**src/rtl/assert_macros.svh**
```systemverilog
// ----------------------------------------------------------------------------
// Assertion macros
// Shorthands for clocked concurrent assertions that are disabled in reset.
// ----------------------------------------------------------------------------
`ifndef ASSERT_MACROS_SVH
`define ASSERT_MACROS_SVH

// Antecedent implies consequent in the same cycle.
`define ASSERT_IMPL(label, ante, cons, msg) \
  label: assert property (@(posedge clk_i) disable iff (!rst_ni) (ante) |-> (cons)) \
    else $error(msg);

// Antecedent implies consequent in the following cycle.
`define ASSERT_NEXT(label, ante, cons, msg) \
  label: assert property (@(posedge clk_i) disable iff (!rst_ni) (ante) |=> (cons)) \
    else $error(msg);

// Expression never holds.
`define ASSERT_NEVER(label, expr, msg) \
  label: assert property (@(posedge clk_i) disable iff (!rst_ni) !(expr)) \
    else $error(msg);

`endif

```
**src/rtl/bfcm_pkg.sv**
```systemverilog
// ----------------------------------------------------------------------------
// bfcm_pkg
// Types, constants and helpers of the clipped 3x3 box filter.
// ----------------------------------------------------------------------------
package bfcm_pkg;

  localparam int MAX_SIZE = 32;
  localparam int COL_W    = $clog2(MAX_SIZE);
  localparam int SIZE_W   = 6;
  localparam int PIX_W    = 8;
  localparam int CSUM_W   = PIX_W + 2;   // three pixels of one column
  localparam int WSUM_W   = PIX_W + 4;   // nine pixels of a window

  localparam logic [SIZE_W-1:0] SIZE_RESET = SIZE_W'(32);

  // APB register map
  localparam int DATA_W = 32;
  localparam int ADDR_W = 3;
  localparam logic REG_IMAGE_SIZE = 1'b0;

  // Output queue
  localparam int FIFO_DEPTH = 4;
  localparam int PTR_W      = $clog2(FIFO_DEPTH);
  localparam int CNT_W      = $clog2(FIFO_DEPTH + 1);

  // Division by 4, 6 and 9 as multiply by a scaled reciprocal
  localparam int RECIP_W     = 15;
  localparam int RECIP_SHIFT = 16;
  localparam logic [RECIP_W-1:0] MUL_4 = RECIP_W'(16384);
  localparam logic [RECIP_W-1:0] MUL_6 = RECIP_W'(10923);
  localparam logic [RECIP_W-1:0] MUL_9 = RECIP_W'(7282);

  typedef enum logic [1:0] {
    ST_RUN,
    ST_TAIL,
    ST_FLUSH,
    ST_FTAIL
  } seq_state_e;

  typedef enum logic [1:0] {
    KIND_PIXEL,
    KIND_FLUSH,
    KIND_TAIL
  } item_kind_e;

  typedef enum logic [1:0] {
    DIV_4,
    DIV_6,
    DIV_9
  } div_e;

  typedef struct packed {
    logic [PIX_W-1:0] upper;
    logic [PIX_W-1:0] middle;
  } line_word_t;

  typedef struct packed {
    item_kind_e       kind;
    logic [COL_W-1:0] col;
    logic [PIX_W-1:0] pix;
    logic             emit;
    logic             three_rows;
    logic             last_burst;
    logic             last_image;
  } stage1_t;

  typedef struct packed {
    logic [WSUM_W-1:0] sum;
    div_e              div;
    logic              last_burst;
    logic              last_image;
  } stage2_t;

  typedef struct packed {
    logic [PIX_W-1:0] value;
    logic             last_burst;
    logic             last_image;
  } out_t;

  // Highest column index for a programmed size, size clamped to 2..MAX_SIZE.
  function automatic logic [COL_W-1:0] last_index(input logic [SIZE_W-1:0] size);
    logic [SIZE_W-1:0] n;
    n = size;
    if (n < SIZE_W'(2)) begin
      n = SIZE_W'(2);
    end else if (n > SIZE_W'(MAX_SIZE)) begin
      n = SIZE_W'(MAX_SIZE);
    end
    return COL_W'(n - SIZE_W'(1));
  endfunction

endpackage

```
**src/rtl/box_filter_3x3_clipped_mean.sv**
```systemverilog
// ----------------------------------------------------------------------------
// box_filter_3x3_clipped_mean
// 3x3 mean filter with clipped borders over a square 8-bit raster stream.
// ----------------------------------------------------------------------------
// Usage:
//   Pixels of an n x n image enter in raster order on s_axis (one per beat,
//   tdata = pixel). Results leave on m_axis in raster order: tdata = mean,
//   tlast marks the final result released by one input beat, tuser marks the
//   bottom-right result of the image. n comes from register image_size at
//   APB offset 0 (clamped to 2..32); writing it restarts the image. The user
//   must write it only while the block is idle; the block does not enforce it.
//   Pipeline: the result for (r-1, c-1) is issued when pixel (r, c) is
//   taken and passes through s1_q, s2_q and the output FIFO. Throughput:
//   one pixel per clock while tready is high; from row 1 on, the end of a
//   row adds a tail slot for the right-edge result, and the last pixel is
//   followed by a sweep of the line memory for the bottom row.
//   Reset: counters to zero, image_size to 32; the line memory is not
//   cleared, since row 0 always fills it before its contents are used.
//   Stall: results queue in a 4-entry output FIFO; the input holds tready
//   low once queued plus in-flight results reach 4, so the pipeline itself
//   never stops.
// ----------------------------------------------------------------------------
`include "assert_macros.svh"

module box_filter_3x3_clipped_mean
  import bfcm_pkg::*;
(
  input  logic              clk_i,
  input  logic              rst_ni,
  // APB configuration port
  input  logic              psel,
  input  logic              penable,
  input  logic              pwrite,
  input  logic [ADDR_W-1:0] paddr,
  input  logic [DATA_W-1:0] pwdata,
  output logic [DATA_W-1:0] prdata,
  output logic              pready,
  // pixel input
  input  logic              s_axis_tvalid,
  output logic              s_axis_tready,
  input  logic [PIX_W-1:0]  s_axis_tdata,   // [7:0] pixel_in
  // result output
  output logic              m_axis_tvalid,
  input  logic              m_axis_tready,
  output logic [PIX_W-1:0]  m_axis_tdata,   // [7:0] smoothed_value
  output logic              m_axis_tlast,   // last_of_burst
  output logic              m_axis_tuser    // last_of_image
);

  // --------------------------------------------------------------------------
  // Configuration
  // --------------------------------------------------------------------------
  logic [SIZE_W-1:0] image_size_q;
  logic [COL_W-1:0]  last_idx;
  logic              cfg_wr;

  assign pready   = 1'b1;
  assign cfg_wr   = psel & penable & pwrite & pready;
  assign last_idx = last_index(image_size_q);

  always_comb begin
    prdata = '0;
    if (paddr[ADDR_W-1] == REG_IMAGE_SIZE) begin
      prdata = DATA_W'(image_size_q);
    end
  end

  // --------------------------------------------------------------------------
  // Sequencer: pixel beats, right-edge tails and the bottom-row sweep
  // --------------------------------------------------------------------------
  seq_state_e        state_q, state_d;
  logic [COL_W-1:0]  row_q, col_q, fx_q;
  logic              tail_three_q, tail_last_q;
  logic              room, in_acc, iss_valid;
  logic              mem_re;
  logic [COL_W-1:0]  mem_raddr;
  stage1_t           s1_d, s1_q;
  logic              s1_valid_q;
  stage2_t           s2_d, s2_q;
  logic              s2_valid_q;
  logic [CNT_W-1:0]  fifo_cnt_q;
  logic [CNT_W:0]    inflight;

  // Every issued slot may yield one result; reserve queue space up front.
  assign inflight = (CNT_W+1)'(fifo_cnt_q) + (CNT_W+1)'(s1_valid_q)
                  + (CNT_W+1)'(s2_valid_q);
  assign room     = inflight < (CNT_W+1)'(FIFO_DEPTH);
  assign in_acc   = s_axis_tvalid & s_axis_tready;

  always_comb begin
    state_d = state_q;
    unique case (state_q)
      ST_RUN: begin
        if (in_acc && row_q != '0 && col_q == last_idx) state_d = ST_TAIL;
      end
      ST_TAIL: begin
        if (room) state_d = tail_last_q ? ST_FLUSH : ST_RUN;
      end
      ST_FLUSH: begin
        if (room && fx_q == last_idx) state_d = ST_FTAIL;
      end
      ST_FTAIL: begin
        if (room) state_d = ST_RUN;
      end
      default: state_d = ST_RUN;
    endcase
  end

  always_comb begin
    s_axis_tready   = 1'b0;
    iss_valid       = 1'b0;
    mem_re          = 1'b0;
    mem_raddr       = col_q;
    s1_d.kind       = KIND_PIXEL;
    s1_d.col        = col_q;
    s1_d.pix        = s_axis_tdata;
    s1_d.emit       = 1'b0;
    s1_d.three_rows = 1'b0;
    s1_d.last_burst = 1'b0;
    s1_d.last_image = 1'b0;
    unique case (state_q)
      ST_RUN: begin
        s_axis_tready   = room;
        iss_valid       = s_axis_tvalid & room;
        mem_re          = s_axis_tvalid & room;
        s1_d.emit       = (row_q != '0) && (col_q != '0);
        s1_d.three_rows = row_q > COL_W'(1);
        s1_d.last_burst = col_q != last_idx;
      end
      ST_TAIL: begin
        iss_valid       = room;
        s1_d.kind       = KIND_TAIL;
        s1_d.emit       = 1'b1;
        s1_d.three_rows = tail_three_q;
        s1_d.last_burst = !tail_last_q;
      end
      ST_FLUSH: begin
        iss_valid       = room;
        mem_re          = room;
        mem_raddr       = fx_q;
        s1_d.kind       = KIND_FLUSH;
        s1_d.col        = fx_q;
        s1_d.emit       = fx_q != '0;
      end
      ST_FTAIL: begin
        iss_valid       = room;
        s1_d.kind       = KIND_TAIL;
        s1_d.emit       = 1'b1;
        s1_d.last_burst = 1'b1;
        s1_d.last_image = 1'b1;
      end
      default: begin
        iss_valid = 1'b0;
      end
    endcase
  end

  always_ff @(posedge clk_i or negedge rst_ni) begin
    if (!rst_ni) begin
      state_q      <= ST_RUN;
      image_size_q <= SIZE_RESET;
      row_q        <= '0;
      col_q        <= '0;
      fx_q         <= '0;
      tail_three_q <= 1'b0;
      tail_last_q  <= 1'b0;
    end else if (cfg_wr) begin
      // restart the image on any write to the size register
      if (paddr[ADDR_W-1] == REG_IMAGE_SIZE) begin
        image_size_q <= pwdata[SIZE_W-1:0];
        row_q        <= '0;
        col_q        <= '0;
      end
    end else begin
      state_q <= state_d;
      if (in_acc) begin
        tail_three_q <= row_q > COL_W'(1);
        tail_last_q  <= row_q == last_idx;
        if (col_q == last_idx) begin
          col_q <= '0;
          row_q <= (row_q == last_idx) ? '0 : row_q + 1'b1;
        end else begin
          col_q <= col_q + 1'b1;
        end
      end
      if (state_q == ST_FLUSH && room) begin
        fx_q <= (fx_q == last_idx) ? '0 : fx_q + 1'b1;
      end
    end
  end

  // --------------------------------------------------------------------------
  // Line memory: each word holds {row r-2, row r-1} of one column.
  // Read at issue, written back the cycle after with {row r-1, row r}.
  // --------------------------------------------------------------------------
  line_word_t       line_mem [MAX_SIZE];
  line_word_t       rd_q;
  line_word_t       mem_wdata;
  logic             mem_we;
  logic [COL_W-1:0] mem_waddr;

  assign mem_we    = s1_valid_q && (s1_q.kind == KIND_PIXEL);
  assign mem_waddr = s1_q.col;
  assign mem_wdata = '{upper: rd_q.middle, middle: s1_q.pix};

  always_ff @(posedge clk_i) begin
    if (mem_we) line_mem[mem_waddr] <= mem_wdata;
    if (mem_re) rd_q <= line_mem[mem_raddr];
  end

  // --------------------------------------------------------------------------
  // Stage 1: column sum and window of the two previous column sums
  // --------------------------------------------------------------------------
  logic [CSUM_W-1:0] cs_cur, cs1_q, cs2_q;
  logic              is_col, wide_left, three_cols;

  always_ff @(posedge clk_i or negedge rst_ni) begin
    if (!rst_ni) begin
      s1_valid_q <= 1'b0;
    end else begin
      s1_valid_q <= iss_valid;
    end
  end

  always_ff @(posedge clk_i) begin
    if (iss_valid) s1_q <= s1_d;
  end

  always_comb begin
    is_col = s1_q.kind != KIND_TAIL;
    if (s1_q.kind == KIND_PIXEL) begin
      cs_cur = CSUM_W'(rd_q.middle) + CSUM_W'(s1_q.pix)
             + (s1_q.three_rows ? CSUM_W'(rd_q.upper) : '0);
    end else begin
      // sweep: bottom row has only the row above it
      cs_cur = CSUM_W'(rd_q.upper) + CSUM_W'(rd_q.middle);
    end
    // tail: window is columns n-2 and n-1, both already in the shift pair
    wide_left  = is_col ? (s1_q.col > COL_W'(1)) : 1'b1;
    three_cols = is_col && (s1_q.col > COL_W'(1));

    s2_d.sum = WSUM_W'(cs1_q) + (wide_left ? WSUM_W'(cs2_q) : '0)
             + (is_col ? WSUM_W'(cs_cur) : '0);
    priority if (s1_q.three_rows && three_cols) begin
      s2_d.div = DIV_9;
    end else if (s1_q.three_rows || three_cols) begin
      s2_d.div = DIV_6;
    end else begin
      s2_d.div = DIV_4;
    end
    s2_d.last_burst = s1_q.last_burst;
    s2_d.last_image = s1_q.last_image;
  end

  always_ff @(posedge clk_i) begin
    if (s1_valid_q && is_col) begin
      cs1_q <= cs_cur;
      cs2_q <= cs1_q;
    end
    if (s1_valid_q) s2_q <= s2_d;
  end

  // --------------------------------------------------------------------------
  // Stage 2: divide by 4, 6 or 9 through a reciprocal multiply
  // --------------------------------------------------------------------------
  logic [RECIP_W-1:0]        recip;
  logic [WSUM_W+RECIP_W-1:0] prod;
  out_t                      res;

  always_ff @(posedge clk_i or negedge rst_ni) begin
    if (!rst_ni) begin
      s2_valid_q <= 1'b0;
    end else begin
      s2_valid_q <= s1_valid_q & s1_q.emit;
    end
  end

  always_comb begin
    unique case (s2_q.div)
      DIV_4:   recip = MUL_4;
      DIV_6:   recip = MUL_6;
      DIV_9:   recip = MUL_9;
      default: recip = MUL_4;
    endcase
    prod = (WSUM_W+RECIP_W)'(s2_q.sum) * (WSUM_W+RECIP_W)'(recip);
    res.value      = prod[RECIP_SHIFT +: PIX_W];
    res.last_burst = s2_q.last_burst;
    res.last_image = s2_q.last_image;
  end

  // --------------------------------------------------------------------------
  // Output queue
  // --------------------------------------------------------------------------
  out_t             fifo_q [FIFO_DEPTH];
  logic [PTR_W-1:0] wr_ptr_q, rd_ptr_q;
  logic             fifo_push, fifo_pop;
  out_t             head;

  assign fifo_push     = s2_valid_q;
  assign fifo_pop      = m_axis_tvalid & m_axis_tready;
  assign head          = fifo_q[rd_ptr_q];
  assign m_axis_tvalid = fifo_cnt_q != '0;
  assign m_axis_tdata  = head.value;
  assign m_axis_tlast  = head.last_burst;
  assign m_axis_tuser  = head.last_image;

  always_ff @(posedge clk_i) begin
    if (fifo_push) fifo_q[wr_ptr_q] <= res;
  end

  always_ff @(posedge clk_i or negedge rst_ni) begin
    if (!rst_ni) begin
      wr_ptr_q   <= '0;
      rd_ptr_q   <= '0;
      fifo_cnt_q <= '0;
    end else begin
      if (fifo_push) wr_ptr_q <= wr_ptr_q + 1'b1;
      if (fifo_pop)  rd_ptr_q <= rd_ptr_q + 1'b1;
      unique case ({fifo_push, fifo_pop})
        2'b10:   fifo_cnt_q <= fifo_cnt_q + 1'b1;
        2'b01:   fifo_cnt_q <= fifo_cnt_q - 1'b1;
        default: fifo_cnt_q <= fifo_cnt_q;
      endcase
    end
  end

  // --------------------------------------------------------------------------
  // Assertions
  // --------------------------------------------------------------------------
  `ASSERT_NEVER(a_fifo_overflow, fifo_push && !fifo_pop && fifo_cnt_q == CNT_W'(FIFO_DEPTH), "output queue overflow")
  `ASSERT_NEVER(a_mem_same_addr, mem_we && mem_re && mem_waddr == mem_raddr, "line memory read and write collide")
  `ASSERT_NEXT(a_row_end_tail, in_acc && row_q != '0 && col_q == last_idx, state_q == ST_TAIL, "row end without tail")
  `ASSERT_IMPL(a_image_end_last, m_axis_tvalid && m_axis_tuser, m_axis_tlast, "image end not last of burst")

endmodule

```
**config.mk**
```make
export PLATFORM = sky130hd
export DESIGN_NAME = box_filter_3x3_clipped_mean
export DESIGN_NICKNAME = d
export VERILOG_FILES = /design/src/rtl/bfcm_pkg.sv /design/src/rtl/box_filter_3x3_clipped_mean.sv
export VERILOG_INCLUDE_DIRS = /design/src /design/src/rtl
export SDC_FILE = /design/constraint.sdc
export NUM_CORES = 1
export LEC_CHECK = 0
export BUFFER_PORTS_ARGS = -buffer_cell sky130_fd_sc_hd__buf_2
export CAP_MARGIN = 10
export CORE_UTILIZATION = 49
export CTS_CLUSTER_SIZE = 40
export DETAILED_ROUTE_END_ITERATION = 16
export GPL_TIMING_DRIVEN = 0
export PLACE_DENSITY = 0.68
export SLEW_MARGIN = 25
export SYNTH_ARGS = -nofsm -noshare
export SYNTH_HDL_FRONTEND = slang
export SYNTH_SLANG_ARGS = --single-unit
```
**constraint.sdc**
```tcl
create_clock -name clk_i -period 5.6 [get_ports clk_i]
set_input_delay 1.12 -clock clk_i [delete_from_list [all_inputs] [get_ports clk_i]]
set_output_delay 1.12 -clock clk_i [all_outputs]
set_load 0.01 [all_outputs]
```
==> flow_summary_export.csv, run 1 <==
group,metric,value,unit
status,status,"complete, but fails checks",
status,violations,"setup timing",
critical_path,path_class,"reg2reg",
floorplanning,ios,95,
synth,synth_most_common_cell,"edfxtp_1",
layout,num_antenna_cells,0,
placed_design,place_inst,3281,
grt,grt-ovfl-total,0,
grt,use_met2,40.3,%
grt,grt_pass1_vias,19629,
placed_design,gp_congestion,0.939,
floorplanning,std_cell_rows,93,
synth,yosys.cell_types.count,66,
placed_design,placed_cell_area,34300,sq um
synth,synth_warnings,0,
routing,first_iter_violations,1722,
timing,period_share,102,%
routing,via_per_inst,5.63,
timing,setup_viol,12,
grt,antenna_found_initial,3,
layout,area_growth,15.2,%
grt,grt_max_degree,35,
timing,worst_slack,-0.0994,ns
routing,routed_wirelength,77400,um
synth,synth.largest_area_cell,"edfxtp_1",
timing,fin_skew,0.0327,ns
synth,synth_edf_count,623,
timing,min_period,5.70,ns
floorplanning,dieWidth,258,um
timing,rsz0062_at_grt,"yes",
floorplanning,die_y,258,um
routing,antenna_left,0,
floorplanning,start_util,49.7,%
placed_design,hpwl,56100,um
synth,synth_seq_area_share,60.9,%
grt,met3_usage,3.73,%
timing,finalMaxSlewViolations,0,
synth,synth_area_leaders,"edfxtp_1 58%, fa_1 6.4%, ha_1 4.5%",
grt,grt_use_total,23.6,%
routing,drc,0,
grt,grtUsageMet1,30.4,%
critical_path,critPathCaptureType,"flip-flop",
grt,grt_busiest_layer,"met2",
clock_tree,path_clk_slew,0.06,ns
grt,grt_pass1_wl,118000,um
floorplanning,core-area,64600,sq um
layout,finalNonFillerCells,3409,
synth,ys.flop_type,"edfxtp_1",
clock_tree,cts-root-buf,"clkbuf_16",
flow_run,maxCapViolations,0,
critical_path,arrival,6.03,ns
routing,wl_per_cell,22.7,um
clock_tree,cts_hold_buf,0,
layout,finalInstanceArea,37000,sq um
layout,layout-drive-gt1-share,17.0,%
synth,synth_top_cell_area_share,58.2,%
clock_tree,clk_latency,0.61,ns
clock_tree,cts_tree,"built",
critical_path,crit_fanout,8,
synth,synth_area,32100,sq um
clock_tree,clk_path_buf_depth,3,
worst_hold_path,hold_class,"reg2reg",
synth,postSynth.asyncResetShare,5.18,%
routing,dr.pass1.iters,6,
synth,synthTopCellsByCount,"623 x edfxtp_1, 361 x nand2_1, 196 x inv_1",
clock_tree,cts_buffers,66,
synth,netlist_instances,2313,
timing,relSlewSlack,26.5,%
timing,worstMarginPinSlew,1.07,ns
routing,vias,19193,
critical_path,startpoint_type,"flip-flop",
placed_design,io_buffers,39,
layout,nNetsFinal,2775,
floorplanning,dieArea,66600,sq um
synth,synth-seq-cells,657,
synth,syn_avg_cell_area,13.9,sq um
clock_tree,cts_sinks,657,
clock_tree,htree_num_levels,3,
critical_path,cp_data_required_time,5.93,ns
timing,fmax,175,MHz
timing,hold_viol,0,
placed_design,dp_worst_setup_slack,-0.997,ns
==> path summary, 6_finish.rpt <==
check                                      startpoint                           to  slack, ns  cells after the start
worst max-delay path            s2_q[2]$_SDFFCE_PP0P_       fifo_q[1][9]$_DFFE_PP_       -0.1                     19
worst min-delay path                s1_q[1]$_DFFE_PP_             res[1]$_DFFE_PP_       0.44                      0
worst max register to register  s2_q[2]$_SDFFCE_PP0P_       fifo_q[1][9]$_DFFE_PP_       -0.1                     19
worst min register to register      s1_q[1]$_DFFE_PP_             res[1]$_DFFE_PP_       0.44                      0
max in group asynchronous                      rst_ni         col_q[1]$_DFFE_PN0P_       4.47                      1
min in group asynchronous                      rst_ni  image_size_q[4]$_DFFE_PN0P_       0.60                      1
==> kinds of logic (layout without fill, tap and decap cells) <==
group	after synthesis	after routing	synth area share [%]
buffers and inverters	322	538	4.49
multiplexers	188	188	7.54
AO/OA/AOI/OAI	228	228	5.23
XOR/XNOR	63	63	1.85
other	2	27	0.0234
adder cells (fa/ha/maj)	218	218	10.9
AND/OR/NAND/NOR	635	635	9.08
flip-flops	657	657	60.9
==> sequential cells by signal, summed over array words and instances (netlist names), 2 cells and up, named ones only <==
signal        count
col_q             5
fifo_cnt_q        3
cs1_q            10
mem_wdata        16
image_size_q      6
rd_ptr_q          2
res               2
cs2_q            10
mem_waddr         5
wr_ptr_q          2
s1_q              6
fx_q              5
fifo_q           40
rd_q              8
s2_q             14
row_q             5
line_mem        512
==> worst max-delay path, stage by stage, from the launching register on <==
cell,delay (ns)
edfxtp_1,0.45
inv_2,0.10
ha_4,0.22
clkbuf_16,0.17
nor2b_4,0.14
fa_2,0.50
ha_1,0.36
xor2_2,0.17
fa_1,0.49
fa_1,0.49
inv_1,0.05
fa_1,0.50
inv_2,0.05
ha_4,0.24
a21o_1,0.16
a211o_1,0.33
a211o_4,0.36
a2111oi_4,0.33
o31ai_2,0.13
xnor2_2,0.18
==> cell type report <==
type	count	area, sq um
clock buffer	76	1720
tap	855	1070
clock inverter	39	513
sequential	657	19600
inverter	199	749
timing repair buffer	101	992
multi-input combinational	1359	11700
buffer	123	754
fill	5029	27600
==> metrics by stage <==
step                setup TNS, ns  hold WS [ns]  util [%]
floorplan                       0         0.400         -
global placement           -17.66         0.403      51.9
detailed placement         -20.32         0.423      53.1
CTS                         -1.20         0.438      57.2
global route                -4.73         0.446      57.3
finish                     -0.892         0.441      57.3
==> placed cells by master (no fill, tap or decap), types with 33 or more instances in the layout <==
master,Yosys,layout
and3_1,69,68
inv_1,196,188
fa_1,103,95
ha_1,115,104
o311ai_1,33,33
buf_2,34,73
mux4_2,42,42
edfxtp_1,623,623
nor2_1,68,34
nand2_1,361,361
clkbuf_16,0,69
buf_8,0,37
a311oi_1,64,64
dfrtp_1,33,33
nor2_2,0,33
mux2i_1,135,134
clkbuf_1,43,47
buf_4,28,43
and2_1,50,46
==> metal layers <==
metal / share of wire [%] / up-vias / wire length (um)
met4: 3.6 / 8 / 2770
met3: 6.2 / 130 / 4800
li1: - / 8695 / -
met2: 50 / 640 / 38500
met1: 40 / 9720 / 31200
met5: 0.12 / - / 95
==> timing repair <==
action	4_1_cts	5_1_grt
pin swaps	23	14
setup endpoints to repair	32	32
buffers inserted	11	2
gates resized for setup	62	17
Power of run 1 is left out: the tool's default activity adds up to more than one toggle a clock period on the data nets, which glitch-free logic cannot reach.
==> inputs of run 2 (changes only) <==
Settings changed: CORE_ASPECT_RATIO set to 0.5, TNS_END_PERCENT set to 20.
==> run 2 against run 1 <==
  * The flow still finishes with violations (setup timing)
  * Clock skew is 0.023 ns higher
  * Utilization grew 0.28 points
  * Critical path depth rose by 1
  * First-iteration DRC count fell by 3.1%
  * Worst hold slack worse by 0.015 ns
  * Count of clock-buffer cells in the layout shrank 4
  * Non-clock buffer count grew 12
  * Routed wire length decreased by 1.6%
  * Setup slack got worse by 0.040 ns
==> flow_summary_export.csv, run 2 (synthesized netlist as in run 1, its figures left out) <==
group,metric,value,unit
layout,layout-drive-gt1-share,17.1,%
floorplanning,std_cell_rows,65,
floorplanning,start_util,50.2,%
routing,routed_wirelength,76200,um
floorplanning,die_y,183,um
timing,setup_tns,-1.38,ns
timing,hold_viol,0,
routing,antenna_left,0,
timing,fmax,174,MHz
worst_hold_path,hold_class,"reg2reg",
critical_path,path_class,"reg2reg",
grt,grt-ovfl-total,0,
routing,drc,0,
clock_tree,clk_path_buf_depth,3,
layout,layout_commonest_cell,"edfxtp_1",
layout,regMostFlops,"line_mem",
floorplanning,dieArea,66600,sq um
critical_path,startpoint_type,"flip-flop",
clock_tree,htree_num_levels,2,
clock_tree,cts-root-buf,"clkbuf_16",
routing,first_iter_violations,1668,
routing,via_per_inst,5.58,
grt,grt_use_total,23.2,%
layout,num_antenna_cells,0,
timing,finalMaxSlewViolations,0,
critical_path,cp_data_required_time,5.92,ns
clock_tree,cts_sinks,657,
floorplanning,dieWidth,364,um
placed_design,hpwl,54700,um
routing,dr.pass1.iters,5,
critical_path,critPathCaptureType,"flip-flop",
grt,grt_pass1_vias,18851,
timing,period_share,102,%
flow_run,maxCapViolations,0,
status,violations,"setup timing",
critical_path,crit_fanout,5,
placed_design,gp_congestion,1.02,
grt,antenna_found_initial,2,
layout,largest_reg_flops,512,
layout,nNetsFinal,2777,
layout,final_cell_mix,"623 x edfxtp_1, 361 x nand2_1, 187 x inv_1, 135 x mux2i_1, 101 x ha_1",
clock_tree,cts_hold_buf,0,
layout,fill_cells,4962,
critical_path,arrival,6.06,ns
routing,vias,19129,
timing,setup_viol,12,
clock_tree,cts_tree,"built",
clock_tree,cts_buffers,56,
status,status,"complete, but fails checks",
timing,relSlewSlack,29.5,%
clock_tree,clk_latency,0.64,ns
grt,grt_max_degree,35,
floorplanning,ios,95,
routing,wl_per_cell,22.2,um
timing,fin_skew,0.0553,ns
layout,area_growth,14.6,%
clock_tree,path_clk_slew,0.06,ns
placed_design,io_buffers,39,
timing,min_period,5.74,ns
timing,worst_slack,-0.140,ns
layout,final_core_util,57.6,%
grt,grt_pass1_wl,115000,um
critical_path,rrSetupSlack,-0.14,ns
timing,worstMarginPinSlew,1.03,ns
floorplanning,core-area,63900,sq um
timing,rsz0062_at_grt,"yes",
-- run 2: area by class of cell --
class	count	area (sq um)	area share, %
well taps	871	1090	2.96
repair buffers	113	1110	3.03
inverters	199	749	2.04
plain buffers	123	746	2.03
clock inverters	34	345	0.938
flip-flops and latches	657	19600	53.1
multi-input cells	1359	11700	31.9
clock buffers	72	1480	4.03
-- run 2: worst max-delay path, stage by stage (launching register included) --
cell       delay [ns]
edfxtp_1         0.44
inv_2            0.11
ha_4             0.22
buf_4            0.14
buf_4            0.16
nor2b_4          0.18
xnor2_1          0.14
ha_1             0.30
fa_1             0.50
fa_1             0.50
fa_1             0.49
inv_1            0.05
fa_1             0.47
inv_1            0.06
ha_4             0.23
a21o_1           0.17
a211o_1          0.28
a211o_1          0.34
a2111oi_4        0.38
o31ai_2          0.15
xnor2_2          0.17
-- run 2: path summary, 6_finish.rpt --
check,from,end,cells past startpoint
min reg2reg,s1_q[1]$_DFFE_PP_,res[1]$_DFFE_PP_,0
max reg2reg,s2_q[2]$_SDFFCE_PP0P_,fifo_q[2][9]$_DFFE_PP_,20
min,s1_q[1]$_DFFE_PP_,res[1]$_DFFE_PP_,0
min in group asynchronous,rst_ni,fifo_cnt_q[1]$_DFFE_PN0P_,1
max,s2_q[2]$_SDFFCE_PP0P_,fifo_q[2][9]$_DFFE_PP_,20
max in group asynchronous,rst_ni,s1_valid_q$_DFF_PN0_,1
-- run 2: metrics by stage --
step / worst slack (ns) / instances / cell area [sq um] / hold slack, ns
finish: -0.140 / 3428 / 36800 / 0.425
global route: -0.304 / 3428 / 36800 / 0.430
CTS: -0.0479 / 3423 / 36700 / 0.421
detailed placement: -0.700 / 3299 / 34300 / 0.411
global placement: -0.642 / 3248 / 33500 / 0.406
floorplan: 0.0393 / 2338 / 32200 / 0.400
-- run 2: per-layer routing --
metal | wire [um] | track usage (%) | up-vias
met3 | 5640 | 3.70 | 134
met1 | 32700 | 32.6 | 9621
met2 | 35400 | 37.6 | 675
li1 | - | - | 8699
met4 | 2390 | 6.47 | 0
met5 | 0 | 0 | -
-- run 2: timing repair --
| item | CTS | global route |
|---|---|---|
| setup endpoints to repair | 32 | 28 |
| pin swaps | 28 | 18 |
| buffers inserted | 18 | 5 |
| resized for setup | 77 | 19 |
Power of run 2 is left out for the same reason.
